`src/hw/rtl/scpm_pkg.sv`:
```
`timescale 1ns / 1ps
`default_nettype none

package scpm_pkg;

   // Command line framing characters
   localparam logic [7:0] CHAR_COLON   = 8'h3a;
   localparam logic [7:0] CHAR_NEWLINE = 8'h0a;
   localparam logic [7:0] CHAR_ZERO    = 8'h30;
   localparam logic [7:0] CHAR_NINE    = 8'h39;
   localparam logic [7:0] CHAR_ENABLE  = 8'h45;   // 'E'
   localparam logic [7:0] CHAR_OK      = 8'h4f;   // 'O'

   localparam logic [15:0] TIMEOUT_RESET = 16'd10000;

   // Item kinds on the input channel
   localparam logic KIND_BYTE = 1'b0;
   localparam logic KIND_TICK = 1'b1;

   // Front-to-back queue sizing
   localparam int QUEUE_DEPTH       = 2;
   localparam int QUEUE_PTR_WIDTH   = $clog2(QUEUE_DEPTH);
   localparam int QUEUE_COUNT_WIDTH = $clog2(QUEUE_DEPTH + 1);
   localparam logic [QUEUE_PTR_WIDTH-1:0] QUEUE_LAST_SLOT = QUEUE_PTR_WIDTH'(QUEUE_DEPTH - 1);

   typedef enum logic [2:0] {
      CLS_TICK,
      CLS_DIGIT,
      CLS_COLON,
      CLS_NEWLINE,
      CLS_OTHER
   } item_class_type;

   typedef enum logic [1:0] {
      PHASE_CMD   = 2'd0,
      PHASE_IO    = 2'd1,
      PHASE_VALUE = 2'd2
   } parse_phase_type;

   typedef enum logic [1:0] {
      LINK_NEVER = 2'd0,
      LINK_UP    = 2'd1,
      LINK_LOST  = 2'd2
   } link_state_type;

   // One classified transaction as it travels from front to back
   typedef struct packed {
      item_class_type cls;
      logic [7:0]     rx_byte;
   } queue_entry_type;

   // Queue status seen by the front, the back and the top level
   typedef struct packed {
      logic                         not_empty;
      logic                         full;
      logic [QUEUE_COUNT_WIDTH-1:0] count;
   } queue_status_type;

endpackage

`default_nettype wire

```
`src/hw/rtl/serial_command_parser_link_monitor_core.sv`:
```
`timescale 1ns / 1ps
`default_nettype none

// Channel | Direction | Handshake          | Payload
// req     | in        | req_valid/stall    | req_kind, req_rx_byte
// rsp     | out       | rsp_valid/stall    | cmd_valid, cmd_char, io_number, cmd_value,
//         |           |                    | link_state, resend_request
// csr     | in/out    | psel/penable/pready| timeout_ms at byte address 0
//
// One transaction per cycle sustained while rsp_stall is low; each accepted transaction is
// written into the queue, then one execute step loads the output register, where the
// result is offered.
// The digit accumulate and watchdog compare in the back end are combinational.
// Synchronous active-high reset clears parser, watchdog and queue; timeout returns to 10000.
// A stalled result holds the back end; the queue absorbs two transactions before req_stall.
module serial_command_parser_link_monitor_core
   import scpm_pkg::*;
(
   input  wire logic        clock,
   input  wire logic        reset,
   input  wire logic        req_valid,
   output logic             req_stall,
   input  wire logic        req_kind,
   input  wire logic [7:0]  req_rx_byte,
   output logic             rsp_valid,
   input  wire logic        rsp_stall,
   output logic             rsp_cmd_valid,
   output logic [7:0]       rsp_cmd_char,
   output logic [15:0]      rsp_io_number,
   output logic [15:0]      rsp_cmd_value,
   output logic [1:0]       rsp_link_state,
   output logic             rsp_resend_request,
   input  wire logic        psel,
   input  wire logic        penable,
   input  wire logic        pwrite,
   input  wire logic [2:0]  paddr,
   input  wire logic [31:0] pwdata,
   output logic [31:0]      prdata,
   output logic             pready
);

   localparam logic REG_TIMEOUT = 1'b0;

   logic [15:0]      timeout_ff, timeout_in;
   logic             csr_write;
   logic             push, pop;
   queue_entry_type  push_entry, head;
   queue_status_type q_status;

   // Register file
   assign pready    = 1'b1;
   assign csr_write = psel && penable && pwrite && pready && (paddr[2] == REG_TIMEOUT);
   assign timeout_in = csr_write ? pwdata[15:0] : timeout_ff;
   assign prdata    = (paddr[2] == REG_TIMEOUT) ? {16'd0, timeout_ff} : 32'd0;

   always_ff @(posedge clock) begin
      if (reset) begin
         timeout_ff <= TIMEOUT_RESET;
      end else begin
         timeout_ff <= timeout_in;
      end
   end

   scpm_front u_front (
      .req_valid   (req_valid),
      .req_stall   (req_stall),
      .req_kind    (req_kind),
      .req_rx_byte (req_rx_byte),
      .q_status    (q_status),
      .push        (push),
      .push_entry  (push_entry)
   );

   scpm_queue u_queue (
      .clock      (clock),
      .reset      (reset),
      .push       (push),
      .push_entry (push_entry),
      .pop        (pop),
      .head       (head),
      .status     (q_status)
   );

   scpm_back u_back (
      .clock              (clock),
      .reset              (reset),
      .timeout_ms         (timeout_ff),
      .q_status           (q_status),
      .head               (head),
      .pop                (pop),
      .rsp_valid          (rsp_valid),
      .rsp_stall          (rsp_stall),
      .rsp_cmd_valid      (rsp_cmd_valid),
      .rsp_cmd_char       (rsp_cmd_char),
      .rsp_io_number      (rsp_io_number),
      .rsp_cmd_value      (rsp_cmd_value),
      .rsp_link_state     (rsp_link_state),
      .rsp_resend_request (rsp_resend_request)
   );

   // Queue occupancy never exceeds its depth
   a_count_bound: assert property (@(posedge clock) disable iff (reset)
      q_status.count <= QUEUE_COUNT_WIDTH'(QUEUE_DEPTH))
      else $error("queue count out of range");

   // A push without a pop grows the queue by one
   a_push_grows: assert property (@(posedge clock) disable iff (reset)
      (push && !pop) |=>
         (q_status.count == $past(q_status.count) + QUEUE_COUNT_WIDTH'(1)))
      else $error("queue did not grow on push");

   // A pop always finds an entry
   a_pop_nonempty: assert property (@(posedge clock) disable iff (reset)
      pop |-> q_status.not_empty)
      else $error("pop from empty queue");

   // A resend request comes only with a completed 'E' that reconnects the link
   a_resend_cmd: assert property (@(posedge clock) disable iff (reset)
      (rsp_valid && rsp_resend_request) |->
         (rsp_cmd_valid && rsp_cmd_char == CHAR_ENABLE && rsp_link_state == LINK_UP))
      else $error("resend request without an E command");

endmodule

`default_nettype wire

```
`src/hw/rtl/scpm_front.sv`:
```
`timescale 1ns / 1ps
`default_nettype none

module scpm_front
   import scpm_pkg::*;
(
   input  wire logic             req_valid,
   output logic                  req_stall,
   input  wire logic             req_kind,
   input  wire logic [7:0]       req_rx_byte,
   input  wire queue_status_type q_status,
   output logic                  push,
   output queue_entry_type       push_entry
);

   // Stall only on a full queue, so stall follows registered state alone
   assign req_stall = q_status.full;
   assign push      = req_valid && !q_status.full;

   // Classify the transaction for the back end
   always_comb begin
      push_entry.rx_byte = req_rx_byte;
      if (req_kind == KIND_TICK) begin
         push_entry.cls = CLS_TICK;
      end else if (req_rx_byte >= CHAR_ZERO && req_rx_byte <= CHAR_NINE) begin
         push_entry.cls = CLS_DIGIT;
      end else if (req_rx_byte == CHAR_COLON) begin
         push_entry.cls = CLS_COLON;
      end else if (req_rx_byte == CHAR_NEWLINE) begin
         push_entry.cls = CLS_NEWLINE;
      end else begin
         push_entry.cls = CLS_OTHER;
      end
   end

endmodule

`default_nettype wire

```
`src/hw/rtl/scpm_queue.sv`:
```
`timescale 1ns / 1ps
`default_nettype none

module scpm_queue
   import scpm_pkg::*;
(
   input  wire logic            clock,
   input  wire logic            reset,
   input  wire logic            push,
   input  wire queue_entry_type push_entry,
   input  wire logic            pop,
   output queue_entry_type      head,
   output queue_status_type     status
);

   queue_entry_type              entry_ff [QUEUE_DEPTH];
   logic [QUEUE_PTR_WIDTH-1:0]   wr_ptr_ff, wr_ptr_in;
   logic [QUEUE_PTR_WIDTH-1:0]   rd_ptr_ff, rd_ptr_in;
   logic [QUEUE_COUNT_WIDTH-1:0] count_ff,  count_in;

   // Advance pointers and occupancy
   always_comb begin
      wr_ptr_in = wr_ptr_ff;
      rd_ptr_in = rd_ptr_ff;
      if (push) begin
         wr_ptr_in = (wr_ptr_ff == QUEUE_LAST_SLOT) ? '0 : wr_ptr_ff + QUEUE_PTR_WIDTH'(1);
      end
      if (pop) begin
         rd_ptr_in = (rd_ptr_ff == QUEUE_LAST_SLOT) ? '0 : rd_ptr_ff + QUEUE_PTR_WIDTH'(1);
      end
      count_in  = count_ff;
      if (push && !pop) begin
         count_in = count_ff + QUEUE_COUNT_WIDTH'(1);
      end else if (pop && !push) begin
         count_in = count_ff - QUEUE_COUNT_WIDTH'(1);
      end
   end

   always_ff @(posedge clock) begin
      if (reset) begin
         wr_ptr_ff <= '0;
         rd_ptr_ff <= '0;
         count_ff  <= '0;
      end else begin
         wr_ptr_ff <= wr_ptr_in;
         rd_ptr_ff <= rd_ptr_in;
         count_ff  <= count_in;
      end
   end

   // Hold entries; payload needs no reset
   always_ff @(posedge clock) begin
      if (push) begin
         entry_ff[wr_ptr_ff] <= push_entry;
      end
   end

   assign head             = entry_ff[rd_ptr_ff];
   assign status.not_empty = (count_ff != '0);
   assign status.full      = (count_ff == QUEUE_COUNT_WIDTH'(QUEUE_DEPTH));
   assign status.count     = count_ff;

endmodule

`default_nettype wire

```
`src/hw/rtl/scpm_back.sv`:
```
`timescale 1ns / 1ps
`default_nettype none

module scpm_back
   import scpm_pkg::*;
(
   input  wire logic             clock,
   input  wire logic             reset,
   input  wire logic [15:0]      timeout_ms,
   input  wire queue_status_type q_status,
   input  wire queue_entry_type  head,
   output logic                  pop,
   output logic                  rsp_valid,
   input  wire logic             rsp_stall,
   output logic                  rsp_cmd_valid,
   output logic [7:0]            rsp_cmd_char,
   output logic [15:0]           rsp_io_number,
   output logic [15:0]           rsp_cmd_value,
   output logic [1:0]            rsp_link_state,
   output logic                  rsp_resend_request
);

   // Multiply by ten and add one decimal digit, modulo 2^16
   function automatic logic [15:0] acc_digit(input logic [15:0] acc, input logic [7:0] c);
      logic [15:0] times_ten;
      times_ten = {acc[12:0], 3'b000} + {acc[14:0], 1'b0};
      return times_ten + {12'd0, c[3:0]};
   endfunction

   parse_phase_type phase_ff,   phase_in;
   logic [7:0]      cmd_char_ff, cmd_char_in;
   logic [15:0]     io_acc_ff,  io_acc_in;
   logic [15:0]     val_acc_ff, val_acc_in;
   link_state_type  link_ff,    link_in;
   logic [15:0]     elapsed_ff, elapsed_in;

   logic            rsp_valid_ff, rsp_valid_in;
   logic            done_in, resend_in;
   logic            done_ff, resend_ff;
   logic [7:0]      out_char_ff;
   logic [15:0]     out_io_ff, out_val_ff;
   link_state_type  out_link_ff;
   link_state_type  link_mid;

   // Take the head when the output register is free or being drained
   assign pop = q_status.not_empty && (!rsp_valid_ff || !rsp_stall);

   // Carry out one transaction
   always_comb begin
      phase_in    = phase_ff;
      cmd_char_in = cmd_char_ff;
      io_acc_in   = io_acc_ff;
      val_acc_in  = val_acc_ff;
      elapsed_in  = elapsed_ff;
      link_mid    = link_ff;
      done_in     = 1'b0;
      resend_in   = 1'b0;

      if (head.cls == CLS_TICK) begin
         if (elapsed_ff != 16'hffff) begin
            elapsed_in = elapsed_ff + 16'd1;
         end
      end else begin
         unique case (phase_ff)
            PHASE_IO: begin
               if (head.cls == CLS_DIGIT) begin
                  io_acc_in = acc_digit(io_acc_ff, head.rx_byte);
               end else if (head.cls == CLS_COLON) begin
                  val_acc_in = 16'd0;
                  phase_in   = PHASE_VALUE;
               end
            end
            PHASE_VALUE: begin
               if (head.cls == CLS_DIGIT) begin
                  val_acc_in = acc_digit(val_acc_ff, head.rx_byte);
               end else if (head.cls == CLS_NEWLINE) begin
                  done_in  = 1'b1;
                  phase_in = PHASE_CMD;
                  if (cmd_char_ff == CHAR_OK || cmd_char_ff == CHAR_ENABLE) begin
                     elapsed_in = 16'd0;
                     resend_in  = (cmd_char_ff == CHAR_ENABLE) && (link_ff == LINK_LOST);
                     link_mid   = LINK_UP;
                  end
               end
            end
            default: begin
               // command phase, unused code included
               cmd_char_in = head.rx_byte;
               io_acc_in   = 16'd0;
               val_acc_in  = 16'd0;
               phase_in    = PHASE_IO;
            end
         endcase
      end

      // Watchdog update after every transaction
      link_in = link_mid;
      if (link_mid != LINK_NEVER) begin
         if (elapsed_in > timeout_ms) begin
            if (link_mid == LINK_UP) begin
               link_in = LINK_LOST;
            end
         end else begin
            link_in = LINK_UP;
         end
      end

      rsp_valid_in = pop ? 1'b1 : (rsp_valid_ff && rsp_stall);
   end

   always_ff @(posedge clock) begin
      if (reset) begin
         phase_ff     <= PHASE_CMD;
         cmd_char_ff  <= 8'd0;
         io_acc_ff    <= 16'd0;
         val_acc_ff   <= 16'd0;
         link_ff      <= LINK_NEVER;
         elapsed_ff   <= 16'd0;
         rsp_valid_ff <= 1'b0;
      end else begin
         rsp_valid_ff <= rsp_valid_in;
         if (pop) begin
            phase_ff    <= phase_in;
            cmd_char_ff <= cmd_char_in;
            io_acc_ff   <= io_acc_in;
            val_acc_ff  <= val_acc_in;
            link_ff     <= link_in;
            elapsed_ff  <= elapsed_in;
         end
      end
   end

   // Load the result register; the command fields read zero without a command
   always_ff @(posedge clock) begin
      if (pop) begin
         done_ff     <= done_in;
         resend_ff   <= resend_in;
         out_char_ff <= done_in ? cmd_char_ff : 8'd0;
         out_io_ff   <= done_in ? io_acc_ff   : 16'd0;
         out_val_ff  <= done_in ? val_acc_ff  : 16'd0;
         out_link_ff <= link_in;
      end
   end

   assign rsp_valid          = rsp_valid_ff;
   assign rsp_cmd_valid      = done_ff;
   assign rsp_cmd_char       = out_char_ff;
   assign rsp_io_number      = out_io_ff;
   assign rsp_cmd_value      = out_val_ff;
   assign rsp_link_state     = out_link_ff;
   assign rsp_resend_request = resend_ff;

endmodule

`default_nettype wire
```
`config.mk`:
```
export PLATFORM = sky130hd
export DESIGN_NAME = serial_command_parser_link_monitor_core
export DESIGN_NICKNAME = d
export VERILOG_FILES = /design/src/hw/rtl/scpm_pkg.sv /design/src/hw/rtl/serial_command_parser_link_monitor_core.sv /design/src/hw/rtl/scpm_front.sv /design/src/hw/rtl/scpm_queue.sv /design/src/hw/rtl/scpm_back.sv
export SDC_FILE = /design/constraint.sdc
export NUM_CORES = 1
export LEC_CHECK = 0
export ABC_AREA = 1
export BUFFER_PORTS_ARGS = -buffer_cell sky130_fd_sc_hd__buf_2
export CAP_MARGIN = 0
export CORE_MARGIN = 5
export CORE_UTILIZATION = 56
export DETAILED_ROUTE_END_ITERATION = 6
export PLACE_DENSITY = 0.9
export RECOVER_POWER = 50
export SYNTH_ARGS = -nofsm -noshare
export SYNTH_HDL_FRONTEND = slang
export SYNTH_HIERARCHICAL = 1
export SYNTH_SLANG_ARGS = --single-unit
```
`constraint.sdc`:
```
create_clock -name clock -period 4.3 [get_ports clock]
set_clock_uncertainty 0.1 [all_clocks]
set_input_delay 0.86 -clock clock [delete_from_list [all_inputs] [get_ports clock]]
set_output_delay 0.86 -clock clock [all_outputs]
set_load 0.1 [all_outputs]
```
## Word level (Yosys, flattened, before mapping)

Memory sizes are Yosys's and may differ from the RTL's. A register that Yosys moved wholly into a read port is not among the register bits.
Index checks and enable logic that the tools add are counted.

| storage, ports and cells | value |
|---|---|
| input bits | 51 |
| output and inout bits | 79 |
| word-level logic and storage cells | 125 |
| register bits after elaboration | 125 |
| memory bits (writable) | 22 |
| memories | 1 |

| cells by class | value |
|---|---|
| order comparisons | 3 |
| $add $sub $neg | 9 |
| reduce and logical (&&, ||, !) cells | 27 |
| eq/ne operators | 19 |
| bitwise gates (word level) | 6 |
| mux-type cells | 43 |

Memory list:

| name | words | width | read ports | clocked after memory_dff | wr ports | line | source |
|---|---|---|---|---|---|---|---|
| u_queue.entry_ff | 2 | 11 | 1 | 1 | 1 | scpm_queue.sv:16 | `queue_entry_type entry_ff [QUEUE_DEPTH];` |

Operator list:

| operator | number |
|---|---|
| two-way mux 16 bit | 11 |
| case mux 16 bit (2 select lines) | 2 |
| adder 16 bit | 2 |
| adder 16 x 4 -> 16 bit | 2 |
| two-way mux 2 bit | 14 |
| adder 16 x 1 -> 16 bit (second input constant) | 1 |
| == test 8 x 7 -> 1 bit (second input constant) | 2 |
| greater-than comparator 16 bit | 1 |
| != test 16 bit (second input constant) | 1 |
| two-way mux 3 bit | 4 |
| two-way mux 1 bit | 11 |
| logical AND 1 bit | 10 |
| == test 8 x 4 -> 1 bit (second input constant) | 1 |
| == test 8 x 6 -> 1 bit (second input constant) | 1 |
| >= comparator 8 x 6 -> 1 bit (second input constant) | 1 |
| <= comparator 8 x 6 -> 1 bit (second input constant) | 1 |
| != test 2 x 1 -> 1 bit (second input constant) | 4 |
| == test 2 bit (second input constant) | 3 |
| == test 3 x 2 -> 1 bit (second input constant) | 2 |
| NOT 1 bit | 6 |
| AND reduction 6 bit | 1 |
| nonzero test 2 bit | 3 |
| logical NOT 1 bit | 5 |
| AND reduction 5 bit | 1 |
| other kinds (13) | 17 |

## Depth between registers and ports, before layout

Gate-level depths: netlist of run 1.

| depth | value |
|---|---|
| depth in word-level cells | 11 |
| depth in mapped cells | 22 |

## Hierarchy

Netlist of run 1, hierarchy kept.

Modules (own cells, without submodules):

| module | sequential area each (µm²) | cells an instance | times used | area each (µm²) |
|---|---|---|---|---|
| scpm_back | 2,542.4 | 887 | 1 | 6,757.7 |
| scpm_queue | 760.7 | 67 | 1 | 1,059.8 |
| serial_command_parser_link_monitor_core | 320.3 | 152 | 1 | 992.2 |
| scpm_front | 0.0 | 37 | 1 | 190.2 |

## Worst setup path before layout of run 1

No wires, ideal clock.

| timing | value |
|---|---|
| kind | input-to-reg |
| start | input rsp_stall |
| end | register u_queue.count_ff[1] |
| arrival | 3.391 ns |
| data required time | 4.136 ns |
| stages on the path | 11 |
| buffers on the path | 1 |
| slack | 0.745 ns |
| setup time | 0.064 ns |
| cell sequence | nand2_1 > nand2_1 > clkinv_2 > clkbuf_1 > inv_1 > ha_1 > inv_1 > nand3_1 > nand2_1 > inv_1 > nor2_1 |

| between the ends | value |
|---|---|
| word-level cells in the longest chain between the ends | 6 |
| elaborated cells between the ends (all ways) | 8 |

Ends and longest elaborated chain:

| item | line | source |
|---|---|---|
| start: declaration | serial_command_parser_link_monitor_core.sv:26 | `input wire logic rsp_stall,` |
| logical NOT 1 bit (*) | scpm_back.sv:46 | `assign pop = q_status.not_empty && (!rsp_valid_ff \|\| !rsp_stall);` |
| logical OR 1 bit (*) | scpm_back.sv:46 |  |
| logical AND 1 bit (*) | scpm_back.sv:46 |  |
| via pop | serial_command_parser_link_monitor_core.sv:46 | `logic push, pop;` |
| logical NOT 1 bit | scpm_queue.sv:32 | `if (push && !pop) begin` |
| logical AND 1 bit | scpm_queue.sv:32 |  |
| two-way mux 2 bit / nonzero test 2 bit (equally long branches) | - |  |
| end signal: assignment | scpm_queue.sv:47 | `count_ff <= count_in;` |
| end: declaration | scpm_queue.sv:19 | `logic [QUEUE_COUNT_WIDTH-1:0] count_ff, count_in;` |

Mark *: on every way through the listed nets, which the timed path passes. The rest lies on a longest branch.
A chain may end at the register's enable or synchronous reset.

==> key figures, run 1 <==
Power and ir drop
  • Gate power share: 47.7%
  • Internal Power: 3.26 mW
  • Power per cell area: 660 mW/mm2
  • Switch share: 50.2%
  • Total Power: 6.54 mW
  • Worst VDD drop: 0.509 mV
  • Clock power share: 20.0%
  • Sequential share of power: 32.4%
  • Sw power: 3.28 mW
  • P_leak: 4.59 nW

Worst setup path
  • Top cell by count, worst path: nand2_1
  • Crit path cell chain: mux2_1, nor2_1, nand2_2, inv_1, nand3_1, nand3_1, nand2_1, ha_1, nand4_1, nor3_1, nand2_1, nand2_1, nand3_1, nand2_1, inv_1
  • CP delay by family, top: simple AND/OR/NAND/NOR gates
  • Critical path buffers and inverters: 2
  • Worst Path Max Fanout: 16
  • Slowest cell delay on critical path: 0.54 ns
  • R2R setup slack: 0.69 ns
  • Critical Path RT: 4.38 ns
  • Worst path slowest cell: dfxtp_1
  • CP arrival: 3.69 ns
  • Crit. End Element: flop
  • CP Launch Type: flop
  • Critical path class: flop to flop

Synthesis
  • Synth area leaders: edfxtp_1 22%, dfxtp_1 18%, ha_1 10%, nand2_1 9.6%, inv_1 7.6%
  • Synth unique cells: 46
  • Synth cell count leaders: 229 x nand2_1, 183 x inv_1, 123 x nor2_1, 91 x a21oi_1, 82 x dfxtp_1
  • Synth Flop Type: dfxtp_1
  • Syn Area/Cell: 7.87 um2
  • Mapped Cells: 1143
  • Most frequent cell after synthesis: nand2_1
  • Cell taking the most area after synthesis: edfxtp_1
  • FFs w/ async S/R, synth: 0%
  • Cell area after synthesis: 0.00900 mm2
  • Seq/Total Area, Yosys: 40.3%
  • Register bit count reported by yosys: 148
  • Post-synth top area share: 22.0%
  • Ys Warns: 6
  • EDFF count, synth: 66

Clocking
  • CTS sink count: 148
  • Clock buffer count from CTS: 17
  • Worst-skew pair later-pin latency: 0.42 ns
  • CTS tree: yes
  • Post-CTS Setup Bufs: 0
  • Root buffer cell: clkbuf_16
  • CTS Hold Buffers Added: 0
  • Buffer depth of the longest clock path: 2
  • Resized cells post-CTS: 0
  • Clk slew on worst S/H paths: 0.06 ns
  • H-tree Lvls: 4

Detailed routing
  • Via count: 7582
  • WL per Instance: 13.8 um
  • Post-route ant nets: 0
  • Remaining DRCs: 0
  • Final wirelength: 20.0 mm
  • DRT Pass-1 Iters: 7
  • Drt via density: 5.23
  • Starting DRT DRC Count: 743

Finish
  • Antenna Cells: 0
  • Layout Nets: 1349
  • P&R area growth vs syn: 10.1%
  • Register area: 0.00362 mm2
  • Multi-input logic area: 0.00434 mm2
  • Share of cells above drive strength 1: 9.96%
  • Fill count: 1339

Die
  • FP Rows: 46
  • Die width: 137 um
  • Die height: 137 um
  • Core area: 0.0158 mm2
  • Number of top-level pins: 130
  • Initial Utilization: 56.9%
  • DIE AREA: 0.0187 mm2

Placed design
  • Number of I/O port buffers: 94
  • GPL Wtd Cong: 0.942
  • Dpl hpwl: 14.4 mm

Timing
  • Final Hold Viols: 0
  • Slew Viols, Final: 0
  • RSZ-0062 raised after global routing: no
  • Crit share post-route: 84.1%
  • Setup TNS: 0 ns
  • Worst-margin pin slew: 1.24 ns
  • Worst rel slew slack: 17.6%
  • Fmax: 277 MHz
  • Final min period: 3.61 ns
  • Setup-failing EPs final: 0

Min path
  • Worst hold path class: flop to flop

Global routing
  • Largest net degree at the start of global routing: 49
  • Initial antenna violation count: 0
  • GRT Residual Overflow: 0
  • Number of global-route vias before repair: 7236
  • Total GRT Usage: 22.0%
  • First-pass GRT wire length: 33.0 mm

Job
  • Max-cap violation count: 0

Status
  • Outcome: finished, final reports clean
-- worst min-delay path, stage by stage (launching register included) --
cell,delay [ns]
dfxtp_1,0.31
inv_1,0.07
a21oi_1,0.06
-- flip-flops by register name, indices dropped and copies added, names as in the netlist, 2 cells and up, named ones only --
name,flops
u_queue/entry_ff,22
timeout_ff,16
u_back/elapsed_ff,16
u_back/io_acc_ff,16
u_back/rsp_cmd_value,16
u_back/rsp_io_number,16
u_back/val_acc_ff,16
u_back/cmd_char_ff,8
u_back/rsp_cmd_char,8
u_back/link_ff,2
u_back/phase_ff,2
u_back/rsp_link_state,2
u_queue/count_ff,2
-- area by class of cell --
class / instances / area share [%]
inverters: 191 / 7.25
clock inverters: 9 / 0.581
repair buffers: 99 / 4.42
multi-input cells: 765 / 43.8
well taps: 216 / 2.73
flip-flops and latches: 148 / 36.6
clock buffers: 23 / 4.62
-- layer usage --
layer | vias up | wire length (um) | part of all wire (%) | GRT usage (%)
li1 | 3807 | - | - | -
met5 | - | 0 | 0 | 0
met4 | 0 | 468 | 2.3 | 8.15
met1 | 3510 | 8420 | 42 | 27.1
met3 | 42 | 1080 | 5.4 | 4.78
met2 | 223 | 10100 | 50 | 37.8
-- kinds of logic after synthesis --
| logic type | synth area share (%) |
|---|---|
| XOR/XNOR | 2.04 |
| buffers and inverters | 11.9 |
| other | 0.0834 |
| adder cells (fa/ha/maj) | 10.9 |
| AO/OA/AOI/OAI | 8.98 |
| flip-flops | 40.3 |
| AND/OR/NAND/NOR | 24.0 |
| multiplexers | 1.79 |
-- layout by cell type (no fill, tap or decap), types with 6 or more instances in the layout --
| cell type | Yosys | final |
|---|---|---|
| xor2_1 | 15 | 15 |
| nand2_2 | 8 | 8 |
| mux2_4 | 10 | 9 |
| a21oi_1 | 91 | 92 |
| xnor2_1 | 6 | 6 |
| inv_2 | 7 | 7 |
| edfxtp_1 | 66 | 66 |
| clkbuf_1 | 15 | 59 |
| buf_2 | 5 | 40 |
| nand4_1 | 18 | 18 |
| o21ai_0 | 49 | 49 |
| conb_1 | 2 | 17 |
| dfxtp_1 | 82 | 82 |
| ha_1 | 72 | 72 |
| inv_1 | 183 | 183 |
| clkbuf_16 | 0 | 17 |
| nand3_1 | 72 | 72 |
| nor2_1 | 123 | 126 |
| nand2_1 | 229 | 229 |
| nor2_2 | 15 | 12 |
-- path summary, 6_finish.rpt --
kind                                       startpoint                  endpoint  depth (start not counted)
worst max-delay path                             flop  u_back/rsp_link_state[0]                         15
worst max register to register                   flop  u_back/rsp_link_state[0]                         15
worst min-delay path            u_back/cmd_char_ff[0]     u_back/cmd_char_ff[0]                          2
worst min register to register  u_back/cmd_char_ff[0]     u_back/cmd_char_ff[0]                          2
-- stage by stage --
step / util [%] / hold WS [ns] / setup slack [ns] / area (um2) / cells
2_1_floorplan: - / 0.344 / 0.745 / 9060 / 1158
3_3_place_gp: 59.9 / 0.358 / 0.873 / 9480 / 1419
3_5_place_dp: 59.9 / 0.364 / 0.827 / 9480 / 1419
4_1_cts: 63.1 / 0.375 / 0.785 / 9990 / 1451
5_1_grt: 62.6 / 0.398 / 0.377 / 9910 / 1451
6_report: 62.6 / 0.377 / 0.686 / 9910 / 1451
-- power groups by stage --
| stage | clock [mW] | sequential (mW) | combinational, mW |
|---|---|---|---|
| after floorplan | 0 | 3.27 | 1.49 |
| after global placement | 0 | 2.11 | 3.05 |
| after detailed placement | 0 | 2.12 | 3.13 |
| after CTS | 1.33 | 2.10 | 3.16 |
| after global routing | 1.40 | 2.15 | 3.35 |
| final | 1.31 | 2.11 | 3.12 |
(Power assumes the default switching activity.)
==> inputs of run 2 (changes only) <==
CORE_UTILIZATION = 53   (was 56)
clock period = 3.2 ns   (was 4.3 ns; I/O delays follow)
==> key figures, run 2 (synthesized netlist as in run 1, its figures left out) <==
Clocking
  • Buffer depth of the longest clock path: 2 (unchanged)
  • Root buffer cell: clkbuf_16
  • CTS sink count: 148 (unchanged)
  • Clk slew on worst S/H paths: 0.06 ns (about the same)
  • Worst-skew pair later-pin latency: 0.43 ns (about the same)
  • CTS tree: yes
  • H-tree Lvls: 4 (unchanged)
  • Clock buffer count from CTS: 17 (unchanged)
  • Post-CTS Setup Bufs: 0 (unchanged)

Worst setup path
  • CP arrival: 3.23 ns (-0.46 ns)
  • Crit. End Element: flop
  • Critical Path RT: 3.39 ns (-0.99 ns)
  • Worst r2r path cells: 14 (-1)
  • Critical path class: flop to flop
  • CP Launch Type: flop
  • Worst Path Max Fanout: 4 (-12)

Placed design
  • Placed cell count: 1430 (+0.78%)
  • Number of I/O port buffers: 94 (unchanged)
  • Dpl hpwl: 14.6 mm (+1.4%)
  • Place WS: 0.106 ns (-0.721 ns)
  • DP Area: 0.00955 mm2 (+0.74%)
  • GPL Wtd Cong: 0.911 (-3.3%)

Finish
  • Max FFs per register: 22 (unchanged)
  • Share of cells above drive strength 1: 12.6% (+2.6 points)
  • Layout Nets: 1356 (+0.52%)
  • Commonest non-fill, non-tap cells in the layout: 229 x nand2_1, 183 x inv_1, 124 x nor2_1
  • Antenna Cells: 0 (unchanged)
  • Fill count: 1362 (+1.7%)
  • Most common cell after layout, fill and taps aside: nand2_1
  • Final core utilization: 61.1% (-1.5 points)
  • Fin cells: 1462 (+0.76%)
  • P&R area growth vs syn: 13.0%
  • Biggest register: u_queue/entry_ff
  • Design Area, Final: 0.0102 mm2 (+2.6%)

Detailed routing
  • Drt via density: 5.33 (+2.0%)
  • Post-route ant nets: 0 (unchanged)
  • Final wirelength: 20.8 mm (+3.8%)
  • WL per Instance: 14.2 um (+3.0%)
  • Via count: 7793 (+2.8%)
  • Remaining DRCs: 0 (unchanged)
  • DRT Pass-1 Iters: 6 (-1)
  • Starting DRT DRC Count: 564 (-24%)

Timing
  • Setup-failing EPs final: 0 (unchanged)
  • Final min period: 3.04 ns (-0.575 ns)
  • Crit share post-route: 95.0% (+11 points)
  • Hold slack: 0.324 ns (-0.0529 ns)
  • Final Hold Viols: 0 (unchanged)
  • Fin worst setup slack: 0.161 ns (-0.525 ns)
  • Worst-margin pin slew: 1.22 ns (-0.0216 ns)
  • RSZ-0062 raised after global routing: no
  • Slew Viols, Final: 0 (unchanged)
  • Setup TNS: 0 ns (unchanged)
  • Worst rel slew slack: 19.0% (+1.4 points)
  • Fmax: 329 MHz (+19%)

Global routing
  • Initial antenna violation count: 0 (unchanged)
  • Total GRT Usage: 21.1% (-0.91 points)
  • GRT Residual Overflow: 0 (unchanged)
  • Number of global-route vias before repair: 7450 (+3.0%)
  • First-pass GRT wire length: 34.2 mm (+3.8%)
  • Largest net degree at the start of global routing: 42 (-14%)

Power and ir drop
  • Sequential share of power: 30.2% (-2.2 points)
  • Worst VDD drop: 0.619 mV (+22%)
  • Sw power: 4.52 mW (+38%)
  • Power per cell area: 920 mW/mm2 (+39%)
  • Total Power: 9.35 mW (+43%)
  • P_leak: 4.77 nW (+3.8%)
  • Gate power share: 46.0% (-1.7 points)
  • Switch share: 48.3% (-1.9 points)
  • Clock power share: 23.8% (+3.8 points)
  • Internal Power: 4.84 mW (+48%)

Die
  • Number of top-level pins: 130 (unchanged)
  • FP Rows: 47 (+2.2%)
  • DIE AREA: 0.0197 mm2 (+5.2%)
  • Core area: 0.0166 mm2 (+5.1%)
  • Initial Utilization: 54.1% (-2.8 points)
  • Die width: 140 um (+2.6%)
  • Die height: 140 um (+2.6%)

Job
  • Max-cap violation count: 0 (unchanged)

Min path
  • Hold Crit Depth: 3 (+1)
  • Worst hold path class: input pin to flop

Status
  • Outcome: finished, final reports clean
run 2: changes by cell type in the layout (fill, tap and decap cells not counted), moves of 2 or more:
| cell | delta |
|---|---|
| nor2_1 | -2 |
| inv_6 | +4 |
| buf_4 | +3 |
| clkinvlp_4 | -3 |
| buf_2 | +16 |
| clkbuf_1 | -20 |
| clkinv_4 | +2 |
| bufinv_16 | +5 |
| o21ai_0 | -2 |
| nor2_2 | +2 |
run 2: area by class of cell:
class,count,area [um2],area share (%)
clock inverters,14,220,2.17
well taps,220,275,2.71
repair buffers,106,520,5.12
clock buffers,18,439,4.32
inverters,191,721,7.09
multi-input cells,765,4370,43.0
flip-flops and latches,148,3620,35.6
run 2: power groups by stage:
stage                     Sequential [mW]  Clock [mW]  Combinational [mW]
after floorplan                      4.38           0                2.00
after global placement               2.82           0                4.15
after detailed placement             2.83           0                4.27
after CTS                            2.81        2.24                4.32
after global routing                 2.87        2.34                4.59
final                                2.83        2.22                4.31
run 2: what timing repair did:
| action | CTS | global route |
|---|---|---|
| endpoints found under the hold margin | 0 | 0 |
| resized for setup | 0 | 8 |
| hold buffers | 0 | 0 |
| setup endpoints to repair | 0 | 12 |
run 2: worst paths after layout:
kind / from / endpoint / slack [ns]
max reg2reg: flop / u_back/val_acc_ff[12] / 0.16
max: flop / u_back/val_acc_ff[12] / 0.16
min: pwdata[9] / timeout_ff[9] / 0.32
min reg2reg: u_back/io_acc_ff[15] / u_back/io_acc_ff[15] / 0.38
run 2: metal layers:
layer | global-route usage, % | wire (um)
met1 | 25.5 | 8680
met2 | 36.2 | 10200
met3 | 4.46 | 1240
met4 | 9.28 | 710
met5 | 0 | 0
run 2: critical path: stages (launching register included):
cell and delay, ns:
dfxtp_2 0.35, buf_4 0.15, mux2_4 0.35, fa_1 0.61
inv_1 0.08, fa_1 0.48, o21ai_2 0.17, buf_4 0.15
nand2_1 0.06, nand2_1 0.10, nand2_1 0.08, nand2_1 0.06
nand2_1 0.05, nand3_1 0.07, a21oi_1 0.06
